File: src/rtl/ldrs_ram.sv
// ----------------------------------------------------------------------------
// ldrs_ram
// Generic simple dual-port RAM, one write port, one registered read port.
// ----------------------------------------------------------------------------
module ldrs_ram #(
  parameter int WIDTH = 8,
  parameter int DEPTH = 16
) (
  input  logic                     clk,
  input  logic                     we,
  input  logic [$clog2(DEPTH)-1:0] waddr,
  input  logic [WIDTH-1:0]         wdata,
  input  logic [$clog2(DEPTH)-1:0] raddr,
  output logic [WIDTH-1:0]         rdata
);

  logic [WIDTH-1:0] mem [DEPTH];

  always_ff @(posedge clk) begin
    if (we) begin
      mem[waddr] <= wdata;
    end
    rdata <= mem[raddr];
  end

endmodule

File: config.mk
export PLATFORM = sky130hd
export DESIGN_NAME = ldrs_ram
export DESIGN_NICKNAME = d
export VERILOG_FILES = /design/src/rtl/ldrs_ram.sv
export SDC_FILE = /design/constraint.sdc
export NUM_CORES = 1
export LEC_CHECK = 0
export BUFFER_PORTS_ARGS = -buffer_cell sky130_fd_sc_hd__buf_4
export CAP_MARGIN = 30
export CORE_MARGIN = 10
export CORE_UTILIZATION = 50
export CTS_BUF_LIST = sky130_fd_sc_hd__clkbuf_2
export DETAILED_ROUTE_END_ITERATION = 7
export PLACE_DENSITY = 0.73
export SYNTH_ARGS = -nofsm -noshare
export SYNTH_HDL_FRONTEND = slang
export SYNTH_SLANG_ARGS = --single-unit
File: constraint.sdc
create_clock -name clk -period 1.57 [get_ports clk]
set_input_delay 0 -clock clk [delete_from_list [all_inputs] [get_ports clk]]
set_output_delay 0 -clock clk [all_outputs]
set_load 0.02 [all_outputs]
==> qor.csv, run 1 <==
stage;metric;value;unit
outcome;status;completed;
pwr;power.leakage;2.11;nW
timing;fmax;676;MHz
timing;finClkSkew;24.0;ps
logic_synthesis;async_flop_share;0;%
place;dpl-instance-area;5640;um2
cts;cts-root-buf;clkbuf_2;
pwr;pwr-share-clk;32.9;%
pwr;power.switching;1.57;mW
place;place.gp.congestion;0.737;
final_layout;drive_gt1_share;31.8;%
pwr;finalPower;6.78;mW
floorplan;die_w;121;um
route;viasPerCell;5.62;
route;first_iter_violations;187;
global_route;grt_max_degree;18;
cts;cts_buffers;17;
worst_hold_path;min_to;mem[12][2];
floorplan;dieArea;14800;um2
logic_synthesis;synthTopCellsByCount;edfxtp_1, mux4_2, a22oi_1;
logic_synthesis;synth_cells;229;
place;pre_cts_slack;149;ps
final_layout;diodes;0;
logic_synthesis;netlist_area;5150;um2
route;dr.pass1.iters;4;
timing;hold_violations;0;
floorplan;ios;26;
timing;maxSlewViolCount;0;
cts;path_clk_slew;210;ps
pwr;p_seq_share;60.1;%
place;hpwl;6.44;mm
worst_hold_path;hold_class;input port to flop;
final_layout;fin_area;6100;um2
final_layout;final_nets;326;
timing;finalSetupViolations;0;
pwr;internal_power;5.21;mW
global_route;grt_pass1_vias;2665;
logic_synthesis;synth_edf_count;128;
logic_synthesis;ys_warn_count;0;
timing;finalSetupTns;0;ps
pwr;combPwrFrac;7.0;%
final_layout;final_util;61.6;%
route;routed_wl;9.94;mm
floorplan;die_h;121;um
setup_path;critPathSlowestCell;dlygate4sd3_1;
job;drv_cap;0;
timing;max_slew_margin;70.0;%
global_route;overflow;0;
setup_path;startpoint_type;input port;
logic_synthesis;yosysTopAreaCell;edfxtp_1;
logic_synthesis;seq_area_frac_synth;77.8;%
logic_synthesis;synth-main-ff-cell;edfxtp_1;
logic_synthesis;synth.distinct_cells;19;
setup_path;r2r-start;mem[2][1];
cts;cts_tree;yes;
route;final_antenna_net_count;0;
logic_synthesis;avgSynthCellArea;22.5;um2
setup_path;critPathRequiredTime;1970;ps
logic_synthesis;muxShareOfSynthArea;15.0;%
cts;post_cts_buffers;0;
setup_path;rr_endpoint;rdata[1];
floorplan;fp-row-count;36;
worst_hold_path;hold_path.startpoint;wdata[2];
final_layout;area_growth;18.5;%
final_layout;fin_cells;454;
floorplan;start_util;51.9;%
timing;fin_ws;91.7;ps
cts;clkLatencyLatePin;670;ps
timing;worst_pin_slew;450;ps
pwr;irDropWorstVdd;0.877;mV
global_route;grt_use_total;14.5;%
cts;cts_sinks;136;
logic_synthesis;synth-compound-area-share;2.33;%
route;vias;2552;
logic_synthesis;synth_top_area_share;74.7;%
setup_path;worstPathMaxFanout;4;
setup_path;path_cells;dlygate4sd3_1 > buf_4 > nand3b_1 > nor3_1 > dlygate4sd3_1 > buf_4;
place;port_buffers;25;
timing;period_share;94.2;%
global_route;grt_pass1_wl;15.4;mm
setup_path;cpPeakStageDelay;620;ps
timing;rsz0062_at_grt;false;
cts;clockBufferDepth;2;
setup_path;ff2ff_setup_slack;180;ps
setup_path;end_kind;flop;
logic_synthesis;synth-seq-cells;136;
pwr;p_per_area;1110;nW/um2
logic_synthesis;synth_nets;247;
worst_hold_path;hold_path_depth;2;
global_route;antenna_found_initial;0;
timing;min_period;1480;ps
route;drc;0;
logic_synthesis;yosys.cell_count.top_type;edfxtp_1;
cts;htreeDepth;4;
setup_path;critPathArrivalTime;1880;ps
logic_synthesis;synth_top_family_by_area;multiplexers;
logic_synthesis;synthTopCellsByArea;edfxtp_1, mux4_2, mux4_1;
setup_path;worstRegToRegCells;3;
route;wl_per_cell;21.9;um
logic_synthesis;synth_xor_area_share;0;%
pwr;swShare;23.2;%
logic_synthesis;synth-simple-area-share;3.18;%
place;placedCellCount;403;
logic_synthesis;synth_fa_ha_area_share;0;%
timing;hold_ws;171;ps
setup_path;setup.worst_path.class;input port to flop;
floorplan;core-area;9910;um2
[logic make-up after synthesis]
logic type             after synthesis
muxes                               32
and+or+nand+nor                     35
AOI/OAI and AO/OA                   16
DFF                                136
buffers and inverters               10
[state kept, by name, summed over array words and instances, names as in the netlist]
register  count
mem         128
rdata         8
[power groups by stage]
stage	Sequential [mW]	Clock, mW	Combinational, mW
after floorplan	4.18	0	0.206
after global placement	4.16	0	0.430
after detailed placement	4.16	0	0.441
after CTS	4.08	2.29	0.477
after global routing	4.09	2.48	0.510
final	4.08	2.23	0.473
[worst max-delay path, delay by kind of cell]
| family | cells | cell delay, ps |
|---|---|---|
| buf+inv | 4 | 1460 |
| simple gates | 2 | 420 |
[layout make-up]
class                   count  area [um2]
fillers                   705        3810
multi-input cells          83        1060
well taps                 133         166
clock inverters            15         191
clock buffers              17        85.1
repair buffers             70         598
flip-flops and latches    136        4000
[worst max path at each step]
| stage | start | end | slack (ps) | depth (start not counted) |
|---|---|---|---|---|
| 3_3_place_gp | raddr[0] | rdata[6] | 130 | 5 |
| 5_1_grt | waddr[3] | mem[4][0] | 60 | 6 |
| 3_5_place_dp | raddr[0] | rdata[3] | 150 | 5 |
| 4_1_cts | waddr[3] | mem[4][2] | 200 | 6 |
| 6_report | waddr[3] | mem[4][2] | 90 | 6 |
| 2_1_floorplan | waddr[2] | mem[0][0] | 80 | 2 |
[metal layers]
layer | GRT usage, % | vias to the layer above | routed length (um)
met5 | 0 | - | 0
met4 | 5.66 | 0 | 167
met3 | 4.51 | 17 | 759
met2 | 22.8 | 101 | 4900
met1 | 18.3 | 1297 | 4110
li1 | - | 1137 | -
[layout by cell type, fill, tap and decap left out, drive strengths merged]
cell,n
a22oi,16
bufinv,3
and2b,1
mux4,32
dfxtp,8
clkinv,5
nor2b,1
dlygate4sd3,19
nand3,1
or3b,1
nand2,9
nand2b,2
inv,6
and2,1
nor3,4
edfxtp,128
clkinvlp,1
nor2,13
nand3b,2
buf,51
clkbuf,17
[timing repair]
action	CTS	global route
resized for setup	0	0
hold endpoints to repair	264	0
hold buffers	19	0
No activity file was read; power rests on OpenSTA's default activity.
==> run 2, diff against run 1 <==
--- a/config.mk
+++ b/config.mk
@@ -5,6 +5,7 @@
 export SDC_FILE = /design/constraint.sdc
 export NUM_CORES = 1
 export LEC_CHECK = 0
+export ABC_AREA = 1
 export BUFFER_PORTS_ARGS = -buffer_cell sky130_fd_sc_hd__buf_4
 export CAP_MARGIN = 30
 export CORE_MARGIN = 10
==> qor.csv, run 2 <==
stage;metric;value;unit;change
outcome;status;completed;;unchanged
setup_path;critPathArrivalTime;2050;ps;was 1880 ps
final_layout;final_nets;629;;was 326
cts;cts_buffers;17;;unchanged
place;placedCellCount;715;;was 403
global_route;antenna_found_initial;1;;was 0
floorplan;die_h;127;um;was 121 um
logic_synthesis;seq_area_frac_synth;69.4;%;was 77.8%
cts;clkLatencyLatePin;660;ps;was 670 ps
logic_synthesis;synth-seq-cells;136;;unchanged
floorplan;start_util;50.7;%;was 51.9%
route;wl_per_cell;16.5;um;was 21.9 um
timing;finalSetupTns;0;ps;unchanged
timing;worst_pin_slew;420;ps;was 450 ps
final_layout;top_regs;mem (128), rdata (8);;unchanged
place;hpwl;7.85;mm;was 6.44 mm
floorplan;die_w;127;um;was 121 um
timing;maxSlewViolCount;0;;unchanged
pwr;swShare;24.3;%;was 23.2%
floorplan;ios;26;;unchanged
pwr;power.switching;1.64;mW;was 1.57 mW
pwr;irDropWorstVdd;0.509;mV;was 0.877 mV
final_layout;area_growth;14.8;%;was 18.5%
route;viasPerCell;5.11;;was 5.62
timing;period_share;94.4;%;was 94.2%
place;place.gp.congestion;0.855;;was 0.737
cts;cts-root-buf;clkbuf_2;;unchanged
pwr;p_seq_share;60.2;%;was 60.1%
setup_path;end_kind;flop;;unchanged
timing;finClkSkew;21.9;ps;was 24.0 ps
floorplan;fp-row-count;39;;was 36
logic_synthesis;async_flop_share;0;%;unchanged
route;dr.pass1.iters;5;;was 4
timing;hold_violations;0;;unchanged
global_route;overflow;0;;unchanged
route;drc;0;;unchanged
cts;htreeDepth;4;;unchanged
logic_synthesis;avgSynthCellArea;10.5;um2;was 22.5 um2
cts;cts_tree;yes;;unchanged
final_layout;fin_cells;768;;was 454
logic_synthesis;synth-main-ff-cell;edfxtp_1;;unchanged
logic_synthesis;yosysTopAreaCell;edfxtp_1;;unchanged
place;port_buffers;25;;unchanged
pwr;power.leakage;2.88;nW;was 2.11 nW
logic_synthesis;ys_warn_count;0;;unchanged
timing;max_slew_margin;72.0;%;was 70.0%
global_route;grt_max_degree;65;;was 18
logic_synthesis;netlist_area;5770;um2;was 5150 um2
place;pre_cts_slack;336;ps;was 149 ps
global_route;grt_pass1_vias;3884;;was 2,665
worst_hold_path;hold_class;input port to flop;;unchanged
timing;rsz0062_at_grt;false;;unchanged
route;routed_wl;12.7;mm;was 9.94 mm
final_layout;largest_register;mem;;unchanged
logic_synthesis;synth_nets;569;;was 247
logic_synthesis;synthTopCellsByArea;edfxtp_1, nand2_1, nand3_1;;was edfxtp_1, mux4_2, mux4_1
cts;cts_sinks;136;;unchanged
pwr;combPwrFrac;8.6;%;was 7.0%
global_route;grt_pass1_wl;20.2;mm;was 15.4 mm
logic_synthesis;synth_cells;551;;was 229
final_layout;drive_gt1_share;12.8;%;was 31.8%
timing;min_period;1480;ps;about the same
final_layout;final_common_cell;nand2_1;;was edfxtp_1
setup_path;worstPathMaxFanout;1;;was 4
logic_synthesis;yosys.cell_count.top_type;nand2_1;;was edfxtp_1
setup_path;setup.worst_path.class;flop to flop;;was input port to flop
route;vias;3928;;was 2,552
final_layout;layout_common_cells;nand2_1, edfxtp_1, inv_1, nand3_1, buf_4;;was edfxtp_1, buf_4, dlygate4sd3_1, mux4_2, clkbuf_2
cts;path_clk_slew;200;ps;was 210 ps
logic_synthesis;synth_edf_count;128;;unchanged
timing;fmax;675;MHz;was 676 MHz
logic_synthesis;synth_top_area_share;66.7;%;was 74.7%
global_route;grt_use_total;16.1;%;was 14.5%
pwr;pwr-share-clk;31.2;%;was 32.9%
timing;fin_ws;87.9;ps;was 91.7 ps
setup_path;startpoint_type;flop;;was input port
logic_synthesis;synthTopCellsByCount;nand2_1, edfxtp_1, inv_1;;was edfxtp_1, mux4_2, a22oi_1
pwr;internal_power;5.14;mW;was 5.21 mW
setup_path;critPathRequiredTime;2140;ps;was 1970 ps
timing;finalSetupViolations;0;;unchanged
route;first_iter_violations;409;;was 187
logic_synthesis;synth.distinct_cells;12;;was 19
job;drv_cap;0;;unchanged
floorplan;dieArea;16200;um2;was 14,800 um2
route;final_antenna_net_count;0;;unchanged
floorplan;core-area;11400;um2;was 9910 um2
pwr;p_per_area;1020;nW/um2;was 1110 nW/um2
final_layout;largest_reg_flops;128;;unchanged
cts;clockBufferDepth;2;;unchanged
==> run 2: worst paths after layout <==
check	cells after the start	slack, ps	startpoint	endpoint
setup reg to reg	7	90	mem[11][4]	rdata[4]
hold / removal	8	40	raddr[0]	rdata[5]
hold reg to reg	6	700	mem[6][2]	rdata[2]
setup / recovery	7	90	mem[11][4]	rdata[4]
==> run 2: final cells by class <==
cell class	count	area [um2]
Clock buffer	18	90.1
Sequential cell	136	4000
Tap cell	143	179
Inverter	102	387
Antenna cell	1	2.50
Timing Repair Buffer	65	576
Clock inverter	14	156
Fill cell	897	4750
Multi-Input combinational cell	289	1230
==> run 2: cells by family after synthesis <==
group,after synthesis,synth area share (%)
buffers and inverters,126,9.52
DFF,136,69.4
and+or+nand+nor,289,21.0
==> run 2: per-layer routing <==
metal,vias to the layer above,track usage [%],share of wire (%)
li1,1901,-,-
met1,1853,20.0,42
met2,157,26.7,49
met3,17,3.31,6.8
met4,0,6.56,1.7
met5,-,0,0
==> run 2: power by group through the flow <==
stage / Sequential (mW) / Clock, mW / Combinational (mW)
after global routing: 4.09 / 2.30 / 0.645
after detailed placement: 4.17 / 0 / 0.537
final: 4.08 / 2.11 / 0.584
after CTS: 4.08 / 2.14 / 0.582
after global placement: 4.16 / 0 / 0.526
after floorplan: 4.18 / 0 / 0.286
==> run 2: stage by stage <==
| step | total power [mW] | area [um2] | utilization, % | hold slack (ps) |
|---|---|---|---|---|
| 2_1_floorplan | 4.47 | 5770 | - | 98.9 |
| 3_3_place_gp | 4.69 | 6150 | 54.1 | 339 |
| 3_5_place_dp | 4.70 | 6150 | 54.1 | 345 |
| 4_1_cts | 6.81 | 6610 | 58.1 | 4.38 |
| 5_1_grt | 7.03 | 6620 | 58.2 | 50.7 |
| 6_report | 6.78 | 6620 | 58.2 | 44.3 |
==> run 2: timing repair <==
action,CTS,global route
setup buffers,0,0
endpoints found under the hold margin,258,0
setup endpoints to repair,0,2
resized for setup,0,4
hold buffers,21,0
==> run 2: critical path: stages, from the launching register on <==
cell	delay [ps]
edfxtp_1	410
inv_1	60
nand2_1	40
nand3_1	100
nand3_2	80
nand3_1	80
dlygate4sd3_1	550
nand2_1	60
